**src/rtl/tpc_pkg.sv**
```systemverilog
// ----------------------------------------------------------------------------
// tpc_pkg
// Shared types, phase codes and request codes for the traffic phase controller.
// ----------------------------------------------------------------------------
package tpc_pkg;

    localparam int unsigned PHASE_W   = 2;
    localparam int unsigned COUNT_W   = 8;
    localparam int unsigned CODE_W    = 4;
    localparam int unsigned S_DATA_W  = 8;
    localparam int unsigned M_DATA_W  = 8;

    localparam logic [PHASE_W-1:0] PH_MAIN_STRAIGHT = 2'd0;
    localparam logic [PHASE_W-1:0] PH_MAIN_TURN     = 2'd1;
    localparam logic [PHASE_W-1:0] PH_SIDE_STRAIGHT = 2'd2;
    localparam logic [PHASE_W-1:0] PH_SIDE_TURN     = 2'd3;

    localparam logic [PHASE_W-1:0] CH_NONE  = 2'd0;
    localparam logic [PHASE_W-1:0] CH_FIRST = 2'd1;
    localparam logic [PHASE_W-1:0] CH_SECOND = 2'd2;
    localparam logic [PHASE_W-1:0] CH_THIRD = 2'd3;

    localparam logic [CODE_W-1:0] REQ_MAIN_TURN_A     = 4'd12;
    localparam logic [CODE_W-1:0] REQ_MAIN_TURN_B     = 4'd11;
    localparam logic [CODE_W-1:0] REQ_SIDE_STRAIGHT_A = 4'd10;
    localparam logic [CODE_W-1:0] REQ_SIDE_STRAIGHT_B = 4'd9;
    localparam logic [CODE_W-1:0] REQ_SIDE_TURN_A     = 4'd8;
    localparam logic [CODE_W-1:0] REQ_SIDE_TURN_B     = 4'd7;

    localparam logic [COUNT_W-1:0] COUNT_MAX       = 8'hFF;
    localparam logic [COUNT_W-1:0] MIN_GREEN_RESET = 8'd10;

    typedef struct packed {
        logic [PHASE_W-1:0] phase;
        logic [COUNT_W-1:0] elapsed;
        logic [PHASE_W-1:0] pending;
    } tpc_state_t;

    typedef struct packed {
        logic [PHASE_W-1:0] next_light_code;
        logic               phase_changed;
        logic [PHASE_W-1:0] light_code;
    } tpc_result_t;

    function automatic logic [PHASE_W-1:0] next_phase(
        input logic [PHASE_W-1:0] cur,
        input logic [PHASE_W-1:0] choice
    );
        logic [PHASE_W-1:0] res;
        res = PH_MAIN_STRAIGHT;
        case (cur)
            PH_MAIN_STRAIGHT:
            begin
                res = choice;
            end
            PH_MAIN_TURN:
            begin
                case (choice)
                    CH_FIRST:  res = PH_SIDE_STRAIGHT;
                    CH_SECOND: res = PH_SIDE_TURN;
                    CH_THIRD:  res = PH_MAIN_STRAIGHT;
                    default:   res = PH_MAIN_TURN;
                endcase
            end
            PH_SIDE_STRAIGHT:
            begin
                case (choice)
                    CH_NONE:  res = PH_SIDE_STRAIGHT;
                    CH_FIRST: res = PH_SIDE_TURN;
                    default:  res = PH_MAIN_STRAIGHT;
                endcase
            end
            default:
            begin
                res = (choice == CH_NONE) ? PH_SIDE_TURN : PH_MAIN_STRAIGHT;
            end
        endcase
        return res;
    endfunction

endpackage

```
**src/rtl/tpc_step.sv**
```systemverilog
// ----------------------------------------------------------------------------
// tpc_step
// One tick of the phase controller: count, latch request, decide phase change.
// ----------------------------------------------------------------------------
module tpc_step
(
    input  tpc_pkg::tpc_state_t          cur_state,
    input  logic [tpc_pkg::CODE_W-1:0]   request_code,
    input  logic [tpc_pkg::COUNT_W-1:0]  min_green,
    output tpc_pkg::tpc_state_t          new_state,
    output tpc_pkg::tpc_result_t         result
);
    import tpc_pkg::*;

    logic [COUNT_W-1:0] elapsed_inc;
    logic [PHASE_W-1:0] pend;
    logic               req_mt;
    logic               req_ss;
    logic               req_st;
    logic               switch_now;
    logic [PHASE_W-1:0] target;

    always_comb
    begin
        req_mt = request_code inside {REQ_MAIN_TURN_A, REQ_MAIN_TURN_B};
        req_ss = request_code inside {REQ_SIDE_STRAIGHT_A, REQ_SIDE_STRAIGHT_B};
        req_st = request_code inside {REQ_SIDE_TURN_A, REQ_SIDE_TURN_B};

        elapsed_inc = (cur_state.elapsed == COUNT_MAX) ? COUNT_MAX
                                                        : cur_state.elapsed + 8'd1;

        pend = cur_state.pending;
        case (cur_state.phase)
            PH_MAIN_STRAIGHT:
            begin
                if (req_mt)
                    pend = CH_FIRST;
                else if (req_ss && pend != CH_FIRST)
                    pend = CH_SECOND;
                else if (req_st && pend != CH_FIRST && pend != CH_SECOND)
                    pend = CH_THIRD;
            end
            PH_MAIN_TURN:
            begin
                if (req_ss)
                    pend = CH_FIRST;
                else if (req_st && pend != CH_FIRST)
                    pend = CH_SECOND;
                else if (pend == CH_NONE)
                    pend = CH_THIRD;
            end
            PH_SIDE_STRAIGHT:
            begin
                if (req_st)
                    pend = CH_FIRST;
                else if (pend != CH_FIRST)
                    pend = CH_SECOND;
            end
            default:
            begin
                if (pend == CH_NONE)
                    pend = CH_FIRST;
            end
        endcase

        switch_now = (elapsed_inc >= min_green) && (pend != CH_NONE);
        target     = next_phase(cur_state.phase, pend);

        if (switch_now)
        begin
            new_state.phase   = target;
            new_state.elapsed = '0;
            new_state.pending = CH_NONE;
        end
        else
        begin
            new_state.phase   = cur_state.phase;
            new_state.elapsed = elapsed_inc;
            new_state.pending = pend;
        end

        result.light_code      = cur_state.phase;
        result.phase_changed   = switch_now;
        result.next_light_code = new_state.phase;
    end

endmodule

```
**src/rtl/traffic_phase_controller_unit.sv**
```systemverilog
// ----------------------------------------------------------------------------
// traffic_phase_controller_unit
// Four-phase traffic light controller driven by one-second tick words.
// ----------------------------------------------------------------------------
// Usage:
//   Slave stream (s_*): one word per one-second tick, request code in
//   s_tdata[3:0]. Master stream (m_*): one word per tick giving the phase
//   shown during the tick, whether the tick ended the phase, and the phase
//   in force afterwards.
//   min_green is written through cfg_wr_en / cfg_wr_data while idle.
//   Path: a word taken is held in the input register, evaluated by
//   tpc_step, then captured in the result register that drives m_*.
//   Throughput: one word per cycle; the input register and the result
//   register each advance whenever the stage after them is free.
//   Reset: phase main straight, counter and pending choice cleared,
//   min_green 10, both streams empty.
//   Stall: while m_tready is low the result word holds, the input register
//   still fills once, then s_tready drops until the master side drains.
// ----------------------------------------------------------------------------
module traffic_phase_controller_unit
(
    input  logic                          clk,
    input  logic                          rst_n,
    input  logic                          s_tvalid,
    output logic                          s_tready,
    input  logic [tpc_pkg::S_DATA_W-1:0]  s_tdata,  // [3:0] request_code
    output logic                          m_tvalid,
    input  logic                          m_tready,
    output logic [tpc_pkg::M_DATA_W-1:0]  m_tdata,  // [1:0] light_code, [2] phase_changed,
                                                    // [4:3] next_light_code
    input  logic                          cfg_wr_en,
    input  logic [tpc_pkg::COUNT_W-1:0]   cfg_wr_data
);
    import tpc_pkg::*;

    logic                in_valid_reg;
    logic                in_valid_next;
    logic [CODE_W-1:0]   code_reg;
    logic                out_valid_reg;
    logic                out_valid_next;
    tpc_result_t         out_data_reg;
    tpc_state_t          state_reg;
    tpc_state_t          state_next;
    logic [COUNT_W-1:0]  min_green_reg;

    tpc_state_t          step_state;
    tpc_result_t         step_result;
    logic                out_free;
    logic                advance;

    tpc_step u_step
    (
        .cur_state    (state_reg),
        .request_code (code_reg),
        .min_green    (min_green_reg),
        .new_state    (step_state),
        .result       (step_result)
    );

    always_comb
    begin
        out_free       = !out_valid_reg || m_tready;
        advance        = in_valid_reg && out_free;
        s_tready       = !in_valid_reg || advance;
        in_valid_next  = s_tready ? s_tvalid : in_valid_reg;
        out_valid_next = advance || (out_valid_reg && !m_tready);
        state_next     = advance ? step_state : state_reg;
    end

    always_ff @(posedge clk or negedge rst_n)
    begin
        if (!rst_n)
        begin
            in_valid_reg  <= 1'b0;
            out_valid_reg <= 1'b0;
            state_reg     <= '{phase: PH_MAIN_STRAIGHT, elapsed: '0, pending: CH_NONE};
            min_green_reg <= MIN_GREEN_RESET;
        end
        else
        begin
            in_valid_reg  <= in_valid_next;
            out_valid_reg <= out_valid_next;
            state_reg     <= state_next;
            if (cfg_wr_en)
                min_green_reg <= cfg_wr_data;
        end
    end

    always_ff @(posedge clk)
    begin
        if (s_tready && s_tvalid)
            code_reg <= s_tdata[CODE_W-1:0];
        if (advance)
            out_data_reg <= step_result;
    end

    assign m_tvalid = out_valid_reg;
    assign m_tdata  = {{(M_DATA_W - $bits(tpc_result_t)){1'b0}}, out_data_reg};

endmodule

```
**config.mk**
```make
export PLATFORM = sky130hd
export DESIGN_NAME = traffic_phase_controller_unit
export DESIGN_NICKNAME = d
export VERILOG_FILES = /design/src/rtl/tpc_pkg.sv /design/src/rtl/tpc_step.sv /design/src/rtl/traffic_phase_controller_unit.sv
export SDC_FILE = /design/constraint.sdc
export NUM_CORES = 1
export LEC_CHECK = 0
export BUFFER_PORTS_ARGS = -buffer_cell sky130_fd_sc_hd__buf_4
export CAP_MARGIN = 20
export CORE_UTILIZATION = 29
export CTS_BUF_LIST = sky130_fd_sc_hd__clkbuf_4 sky130_fd_sc_hd__clkbuf_8 sky130_fd_sc_hd__clkbuf_16
export DETAILED_ROUTE_END_ITERATION = 8
export PLACE_DENSITY_LB_ADDON = 0.25
export SLEW_MARGIN = 20
export SYNTH_ARGS = -nofsm -noshare
export SYNTH_HDL_FRONTEND = slang
export SYNTH_HIERARCHICAL = 1
export SYNTH_SLANG_ARGS = --single-unit
```
**constraint.sdc**
```tcl
create_clock -name clk -period 7.6 [get_ports clk]
set_input_delay 0.76 -clock clk [delete_from_list [all_inputs] [get_ports clk]]
set_output_delay 0.76 -clock clk [all_outputs]
set_load 0.02 [all_outputs]
```
==> flow_metrics.tcl, run 1 <==
set metrics [dict create \
    dieHeight_um 85.8 \
    met2_length_mm 1.56 \
    firstDrtPassIters 4 \
    intPower_mw 0.441 \
    irDropWorstVdd_v 0.0000874 \
    finalSetupViolCount 0 \
    cts_resized 0 \
    drt_iter0_markers 62 \
    async_flop_share 0.710 \
    hold_viol_final 0 \
    num_rows 30 \
    yosys_register_bits 31 \
    synth-edff-count 9 \
    p_sw_mw 0.258 \
    switching_share 0.369 \
    wl_per_cell_um 11.6 \
    die_w_um 85.8 \
    final_cells 307 \
    grt_pass1_wl_mm 6.55 \
    crit_path_start_kind "flop" \
    grt_max_degree 23 \
    diodes 0 \
    crit_arrival_ps 3380 \
    root_buffer "clkbuf_8" \
    dp_worst_setup_slack_ps 4390 \
    p_seq_frac 0.369 \
    drv_cap 0 \
    path_max_fanout 10 \
    min_path_type "input port to asynchronous set/reset pin" \
    globalRouteOverflowTotal 0 \
    wl_met1_mm 1.84 \
    htreeDepth 2 \
    register_area_um2 823 \
    synthCells 190 \
    fin_crit_sh 0.423 \
    cts.clk_slew.worst_paths_ps 70 \
    initial_core_util 0.300 \
    yosysUniqueCellTypes 57 \
    grt_usage 0.113 \
    drt_wl_total_mm 3.57 \
    clock_skew_ps 6.22 \
    largest_reg_flops 12 \
    synthesis.area_um2 2040 \
    ioPinCount 31 \
    dpl.cell_count 299 \
    maxUsedRoutingLayer "met4" \
    max_freq_mhz 311 \
    nFillCells 694 \
    ys_seq_area_frac 0.404 \
    crit_path_end_kind "flop" \
    pwr-share-comb 0.451 \
    area_delta_synth_final_pct 14.4 \
    critical_path_class "flop to flop" \
    cts_buffers 5 \
    cts_max_path_buffers 2 \
    fin_ws_ps 4390 \
    setup-tns-final_ps 0 \
    rsz0062_at_grt "no" \
    cts_sinks 31 \
    dieArea_um2 7360 \
    core_area_um2 6790 \
    finalCriticalPeriod_ps 3210 \
    ant_nets 0 \
    drive_gt1_frac 0.313 \
    postCtsSetupBuffers 0 \
    cts_tree "yes" \
    via_per_inst 4.45 \
    fin_nets 243 \
    numPortBuffers 23 \
    synth_warnings 6 \
    worstReg2RegStart "state_reg[2]" \
    antenna_found_initial 0 \
    leakage_nw 1.05 \
    outcome "finished, final reports clean" \
    hold_buffers 0 \
    r2r-end "state_reg[10]" \
    routed-via-count 1365 \
    worstPathRequired_ps 7770 \
    synth_ff_type "dfrtp_1" \
    met3_length_um 107 \
    p_clk_frac 0.180 \
    routabilityCongestion 0.760 \
    synth.avg_cell_area_um2 10.7 \
    reg2reg_setup_slack_ps 4390 \
    drc 0 \
    r2r_cells 12 \
    finalMaxSlewViolations 0 \
    power_density_nw_per_um2 300 \
    clock_latency_ps 280 \
    place_hpwl_mm 2.65 \
    grt_pass1_vias 1429 \
    multiInputGateArea_um2 1080 \
]
==> power groups by stage <==
stage | registers [mW] | logic (mW) | clock network (mW)
2_1_floorplan | 0.251 | 0.274 | 0
3_3_place_gp | 0.262 | 0.312 | 0
3_5_place_dp | 0.261 | 0.316 | 0
4_1_cts | 0.259 | 0.319 | 0.131
5_1_grt | 0.266 | 0.359 | 0.138
6_report | 0.258 | 0.315 | 0.125
==> placed cells by master (no fill, tap or decap), types with 2 or more instances in the layout <==
cell      instances
nand3_1           5
edfxtp_1          9
inv_1            12
nand2_1          14
dfrtp_1          20
xor2_1            3
o21bai_1          3
conb_1            3
a21boi_1          2
mux2_2           11
xnor2_1           2
o31ai_1           2
and2_2            3
nor3b_1           2
and2_1            2
a21oi_1          12
nor2_1           12
nor2b_1           4
ha_1             12
mux2_4            9
clkbuf_8          5
buf_4            23
nand2b_1          3
dfstp_2           2
o21ai_0           4
==> cell usage after synthesis (all sizes together) (2+ instances only) <==
library cell / number / area (um2)
a21boi: 3 / 26.3
a21oi: 13 / 68.8
a2bb2oi: 2 / 23.8
and2: 5 / 35.0
buf: 11 / 88.8
dfrtp: 20 / 500
dfstp: 2 / 52.6
edfxtp: 9 / 270
ha: 12 / 150
inv: 12 / 45.0
mux2: 21 / 270
nand2: 16 / 70.1
nand2b: 4 / 32.5
nand3: 5 / 25.0
nor2: 12 / 45.0
nor2b: 6 / 47.5
nor3b: 2 / 15.0
o21ai: 5 / 28.8
o21bai: 3 / 22.5
o31ai: 2 / 15.0
xnor2: 2 / 17.5
xor2: 3 / 26.3
==> cell families (layout without fill, tap and decap cells) <==
family,Yosys count,count (layout),share of synthesized area
AND/OR/NAND/NOR,59,59,0.166
AO/OA/AOI/OAI,36,36,0.128
flip-flops,31,31,0.404
buffers and inverters,24,43,0.0676
multiplexers,22,22,0.138
adder cells (fa/ha/maj),12,12,0.0737
XOR/XNOR,5,5,0.0215
other,1,3,0.00184
==> worst max-delay path, stage by stage, from the launching register on <==
cell and delay (ps):
dfrtp_1 400, ha_1 230, nand2_1 110, nor2_1 150, nand3_1 300, and2_1 290, ha_1 310, nor2b_4 40
o21ai_2 160, a21oi_2 110, or2_4 290, a2111o_1 440, mux2_4 270
==> final cells by class <==
| cell class | instances | share of cell area |
|---|---|---|
| Multi-Input combinational cell | 137 | 0.465 |
| Clock inverter | 2 | 0.00376 |
| Sequential cell | 31 | 0.353 |
| Tap cell | 96 | 0.0516 |
| Timing Repair Buffer | 23 | 0.0741 |
| Clock buffer | 6 | 0.0328 |
| Inverter | 12 | 0.0193 |
==> routing by layer <==
metal | GRT usage | vias to the layer above
met3 | 0.0212 | 4
li1 | - | 694
met1 | 0.150 | 641
met5 | 0 | -
met4 | 0.0545 | 0
met2 | 0.176 | 26
==> per-stage QoR <==
step | power, mW | hold WS [ps] | utilization | instance area (um2)
2_1_floorplan | 0.526 | 464 | - | 2040
3_3_place_gp | 0.574 | 491 | 0.330 | 2240
3_5_place_dp | 0.577 | 499 | 0.330 | 2240
4_1_cts | 0.709 | 373 | 0.343 | 2330
5_1_grt | 0.764 | 391 | 0.343 | 2330
6_report | 0.699 | 362 | 0.343 | 2330
==> how the worst max path moves through the flow <==
stage	start	endpoint	slack (ps)	depth (start not counted)
floorplan	state_reg[2]	state_reg[10]	4720	12
global placement	state_reg[2]	state_reg[10]	4400	12
detailed placement	state_reg[2]	state_reg[10]	4390	12
CTS	state_reg[2]	state_reg[10]	4370	12
global route	state_reg[2]	state_reg[10]	4110	12
finish	state_reg[2]	state_reg[10]	4390	12
Note: power is estimated with default switching activity, not from simulation.
==> run 2, diff against run 1 <==
--- a/config.mk
+++ b/config.mk
@@ -5,6 +5,7 @@
 export SDC_FILE = /design/constraint.sdc
 export NUM_CORES = 1
 export LEC_CHECK = 0
+export ABC_AREA = 1
 export BUFFER_PORTS_ARGS = -buffer_cell sky130_fd_sc_hd__buf_4
 export CAP_MARGIN = 20
 export CORE_UTILIZATION = 29
==> constraint.sdc (replaced) <==
create_clock -name clk -period 2.6 [get_ports clk]
set_input_delay 0.26 -clock clk [delete_from_list [all_inputs] [get_ports clk]]
set_output_delay 0.26 -clock clk [all_outputs]
set_load 0.02 [all_outputs]
==> run 2 against run 1 <==
Against the previous run: count of clock-buffer cells in the layout did not move; critical path type unchanged; via count rose by 21%; largest power group unchanged; largest cell class unchanged; clock power rose to 3.9 times the previous value; register-to-register slack got worse by 4300 ps.
==> flow_metrics.tcl, run 2 <==
set metrics [dict create \
    synth.avg_cell_area_um2 7.55 \
    crit_path_start_kind "flop" \
    crit_arrival_ps 2700 \
    mostFrequentLayoutCell "nand2_1" \
    crit_path_end_kind "flop" \
    register_area_um2 823 \
    ys_top_cells_by_count "nand2_1 (81), inv_1 (42), nand3_1 (26)" \
    drv_cap 0 \
    layout_common_cells "nand2_1 (71), inv_1 (42), buf_4 (39)" \
    worst_path_max_delay_cell "dfrtp_1" \
    yosysUniqueCellTypes 29 \
    ys_top_cells_by_area "dfrtp_1 (25%), nand2_1 (15%), edfxtp_1 (14%), inv_1 (8.0%), ha_1 (7.6%)" \
    via_per_inst 4.38 \
    wl_per_cell_um 10.5 \
    placed_cell_area_um2 2280 \
    root_buffer "clkbuf_8" \
    multiInputGateArea_um2 1090 \
    cts_sinks 31 \
    yosysTopAreaCell "dfrtp_1" \
    finalSetupViolCount 0 \
    htreeDepth 2 \
    synth_ff_type "dfrtp_1" \
    hold_slack_ps 156 \
    drive_gt1_frac 0.304 \
    antenna_found_initial 0 \
    initial_core_util 0.306 \
    dieArea_um2 7160 \
    diodes 0 \
    synth_warnings 6 \
    area_delta_synth_final_pct 31.5 \
    worstPathRequired_ps 2770 \
    place_hpwl_mm 2.83 \
    path_buf_inv 4 \
    cts_max_path_buffers 2 \
    max_stage_delay_ps 360 \
    clock_skew_ps 3.63 \
    die_w_um 84.6 \
    min_path_type "input port to flop" \
    fin_crit_sh 0.975 \
    irDropWorstVdd_v 0.000422 \
    finalMaxSlewViolations 0 \
    clock_latency_ps 280 \
    outcome "finished, final reports clean" \
    cts_tree "yes" \
    drt_wl_total_mm 3.95 \
    grt_pass1_wl_mm 6.73 \
    yosys.area.top_type_share 0.253 \
    async_flop_share 0.710 \
    drc 0 \
    rsz0062_at_grt "yes" \
    ys_seq_area_frac 0.416 \
    largest_reg_flops 12 \
    synthesis.area_um2 1980 \
    power_density_nw_per_um2 884 \
    dieHeight_um 84.6 \
    yosys_register_bits 31 \
    nFillCells 652 \
    design_area_um2 2600 \
    reg2reg_setup_slack_ps 70 \
    synth-edff-count 9 \
    hold_viol_final 0 \
    critPathTopFamily "simple AND/OR/NAND/NOR gates" \
    dpl.cell_count 367 \
    post-route-util 0.403 \
    cp_cell_sequence "ha_2 > nand2_2 > nor2_4 > inv_2 > nor2_2 > nand2_2 > nor2_4 > nand2_1 > o21ai_2 > inv_1 > ha_1 > nand2_2 > nor2_2 > nand4_1 > nand3_2 > nand2_4 > buf_4 > nand2_1 > inv_1 > nand3_1 > nand2_1" \
    ant_nets 0 \
    ioPinCount 31 \
    max_freq_mhz 395 \
    path_max_fanout 5 \
    fin_nets 331 \
    drt_iter0_markers 41 \
    core_area_um2 6460 \
    grt_max_degree 23 \
    critical_path_class "flop to flop" \
    routabilityCongestion 0.817 \
    leakage_nw 1.36 \
    grt_usage 0.118 \
    firstDrtPassIters 6 \
    cts_buffers 5 \
    grt_pass1_vias 1585 \
    numPortBuffers 23 \
    synthCells 262 \
    final_cells 376 \
    routed-via-count 1648 \
    finalCriticalPeriod_ps 2530 \
    num_rows 29 \
    yosysMostFrequentCell "nand2_1" \
    cts.clk_slew.worst_paths_ps 60 \
    globalRouteOverflowTotal 0 \
]
run 2: cell types whose count changed after synthesis, sizes merged, moves of 3 or more:
cell    previous run  this run
nand2             16        83
a21oi             13         9
inv               12        44
nand2b             4         0
and2               5         0
nor2              12        18
mux2              21         0
nor2b              6         0
a31oi              0         3
o21ai              5        12
nand3              5        26
o21bai             3         0
run 2: path summary, 6_finish.rpt:
| path | startpoint | end | depth (start not counted) |
|---|---|---|---|
| min | s_tdata[3] | code_reg[3] | 1 |
| max reg2reg | state_reg[3] | state_reg[1] | 21 |
| min reg2reg | min_green_reg[3] | min_green_reg[3] | 2 |
| min in group asynchronous | rst_n | state_reg[4] | 2 |
| max | state_reg[3] | state_reg[1] | 21 |
| max in group asynchronous | rst_n | min_green_reg[1] | 2 |
run 2: timing repair:
action / 4_1_cts / 5_1_grt
setup buffers: 0 / 0
hold buffers: 1 / 0
pin swaps: 1 / 18
endpoints found under the hold margin: 20 / 0
resized for setup: 4 / 40
setup endpoints to repair: 14 / 15
run 2: area by class of cell:
cell class,instances,share of cell area
tap,77,0.0370
inverter,44,0.0663
clock inverter,2,0.0135
sequential,31,0.316
timing repair buffer,40,0.116
multi-input combinational,176,0.419
clock buffer,6,0.0317
run 2: cell families after synthesis:
logic type | count (synthesis) | share of synthesized area
compound gates | 26 | 0.0790
xor+xnor | 3 | 0.0133
fa+ha+maj | 12 | 0.0759
buf+inv | 57 | 0.133
flops | 31 | 0.416
other cells | 1 | 0.00189
simple gates | 132 | 0.281
run 2: where the power goes:
group / internal (mW) / switching (mW) / leakage (nW) / total (mW)
logic: 0.475 / 0.636 / 0.935 / 1.11
registers: 0.621 / 0.0830 / 0.363 / 0.704
clock network: 0.310 / 0.178 / 0.0612 / 0.488
run 2: routing by layer:
metal,vias to the layer above,global-route usage,wire length [um]
met5,-,0,0
met4,0,0.0370,19
met3,2,0.0305,119
met2,22,0.205,2040
met1,738,0.144,1760
li1,886,-,-
run 2: metrics by stage:
step / total power, mW / setup slack [ps] / TNS [ps]
3_3_place_gp: 1.64 / -92.4 / -655
4_1_cts: 2.20 / 8.10 / 0
6_report: 2.30 / 66.2 / 0
5_1_grt: 2.51 / -138 / -1360
2_1_floorplan: 1.41 / 55.8 / 0
3_5_place_dp: 1.66 / -109 / -997
==> run 3, diff against run 2 <==
==> constraint.sdc (replaced) <==
create_clock -name clk -period 2.6 [get_ports clk]
set_input_delay 0.13 -clock clk [delete_from_list [all_inputs] [get_ports clk]]
set_output_delay 0.13 -clock clk [all_outputs]
set_load 0.02 [all_outputs]
==> run 3 against run 2 <==
Against the previous run: power grew 1.3%; largest cell class unchanged; first-iteration DRC count is 24% higher; cell count rose by 0.53%; maximum frequency increased by 1.3%; utilization grew 0.62 points; die area is the same; critical endpoint is now m_tdata[4]; highest routed layer unchanged; register-to-register slack improved by 30 ps; hold slack got worse by 140 ps.
==> flow_metrics.tcl, run 3 (synthesized netlist as in run 2, its figures left out) <==
set metrics [dict create \
    outcome "finished, final reports clean" \
    largest_reg_flops 12 \
    clock_latency_ps 290 \
    antenna_found_initial 0 \
    drv_cap 0 \
    multiInputGateArea_um2 1110 \
    diodes 0 \
    min_path_type "input port to flop" \
    post-route-util 0.409 \
    ioPinCount 31 \
    ant_nets 0 \
    cts_sinks 31 \
    clock_skew_ps 8.25 \
    globalRouteOverflowTotal 0 \
    max_freq_mhz 400 \
    drt_wl_total_mm 4.05 \
    total_power_mw 2.33 \
    core_area_um2 6460 \
    leakage_nw 1.37 \
    area_delta_synth_final_pct 33.6 \
    firstDrtPassIters 6 \
    crit_path_end_kind "flop" \
    initial_core_util 0.306 \
    fin_crit_sh 0.962 \
    root_buffer "clkbuf_8" \
    min_path_cells 1 \
    die_w_um 84.6 \
    min_to "code_reg[1]" \
    finalSetupViolCount 0 \
    drc 0 \
    drive_gt1_frac 0.322 \
    grt_pass1_vias 1650 \
    grt_max_degree 23 \
    crit_arrival_ps 2550 \
    fin_ws_ps 98.6 \
    nFillCells 677 \
    worstPathRequired_ps 2640 \
    cts_max_path_buffers 2 \
    path_max_fanout 4 \
    num_rows 29 \
    final_cells 378 \
    dieHeight_um 84.6 \
    numPortBuffers 23 \
    routed-via-count 1686 \
    setup-tns-final_ps 0 \
    fin_nets 333 \
    htreeDepth 2 \
    grt_usage 0.125 \
    drt_iter0_markers 51 \
    rsz0062_at_grt "yes" \
    wl_per_cell_um 10.7 \
    mostFrequentLayoutCell "nand2_1" \
    finalMaxSlewViolations 0 \
    crit_path_start_kind "flop" \
    grt_pass1_wl_mm 7.03 \
    dieArea_um2 7160 \
    power_density_nw_per_um2 882 \
    register_area_um2 823 \
    worstHoldStart "s_tdata[1]" \
    layout_common_cells "nand2_1 (67), inv_1 (41), buf_4 (40)" \
    dpl.cell_count 365 \
    cts.clk_slew.worst_paths_ps 70 \
    r2r_cells 19 \
    irDropWorstVdd_v 0.000389 \
    worstReg2RegStart "state_reg[3]" \
    r2r-end "m_tdata[4]" \
    finalCriticalPeriod_ps 2500 \
    cts_tree "yes" \
    hold_viol_final 0 \
    routabilityCongestion 0.785 \
    critical_path_class "flop to flop" \
    dp_worst_setup_slack_ps -154 \
    cts_buffers 5 \
    place_hpwl_mm 2.83 \
    via_per_inst 4.46 \
    reg2reg_setup_slack_ps 100 \
]
## run 3: final cells by class
cell class,count,area share
Tap cell,77,0.0364
Clock inverter,2,0.0133
Inverter,44,0.0653
Timing Repair Buffer,42,0.122
Multi-Input combinational cell,176,0.421
Sequential cell,31,0.311
Clock buffer,6,0.0312
## run 3: per-stage QoR
| stage | instance area (um2) | hold WS, ps |
|---|---|---|
| 2_1_floorplan | 1990 | -166 |
| 3_3_place_gp | 2260 | 43.8 |
| 3_5_place_dp | 2260 | 42.6 |
| 4_1_cts | 2430 | 10.1 |
| 5_1_grt | 2640 | 9.52 |
| 6_report | 2640 | 20.7 |
## run 3: repair_timing
item                                    4_1_cts  5_1_grt
endpoints found under the setup margin       14       15
buffers inserted                              2        2
endpoints found under the hold margin        22        0
resized for setup                             9       42
hold buffers                                  1        0
pin swaps                                     5       20
## run 3: critical path, cell delays in order, from the launching register on
cell and delay (ps):
dfrtp_1 360, ha_2 190, nand2_2 60, nor2_4 90
inv_2 40, nor2_2 110, nand2_2 80, nor2_4 130
nand2_1 80, o21ai_2 70, inv_2 60, ha_4 260
nand2_4 50, nor2_4 100, nand4_1 110, nand3_2 130
nand2_4 100, buf_6 140, nand2_2 50, nand2_2 70
## run 3: worst max path at each step
stage | start | endpoint | slack (ps) | cells past startpoint
floorplan | state_reg[2] | m_tdata[3] | 60 | 19
global placement | state_reg[3] | state_reg[7] | -100 | 18
detailed placement | state_reg[3] | state_reg[7] | -150 | 18
CTS | state_reg[3] | state_reg[7] | 4 | 18
global route | state_reg[3] | state_reg[11] | -90 | 21
finish | state_reg[3] | m_tdata[4] | 100 | 19
## run 3: report_power, final
part | total, mW | leakage [nW] | switching (mW) | internal (mW)
sequential | 0.711 | 0.363 | 0.0902 | 0.621
combinational | 1.13 | 0.944 | 0.642 | 0.484
clock | 0.494 | 0.0612 | 0.185 | 0.310
total | 2.33 | 1.37 | 0.917 | 1.42
## run 3: routing by layer
| layer | vias to the layer above | GRT usage | routed length, um |
|---|---|---|---|
| met3 | 7 | 0.0305 | 122 |
| li1 | 888 | - | - |
| met4 | 0 | 0.0493 | 61 |
| met1 | 769 | 0.148 | 1860 |
| met5 | - | 0 | 0 |
| met2 | 22 | 0.216 | 2000 |
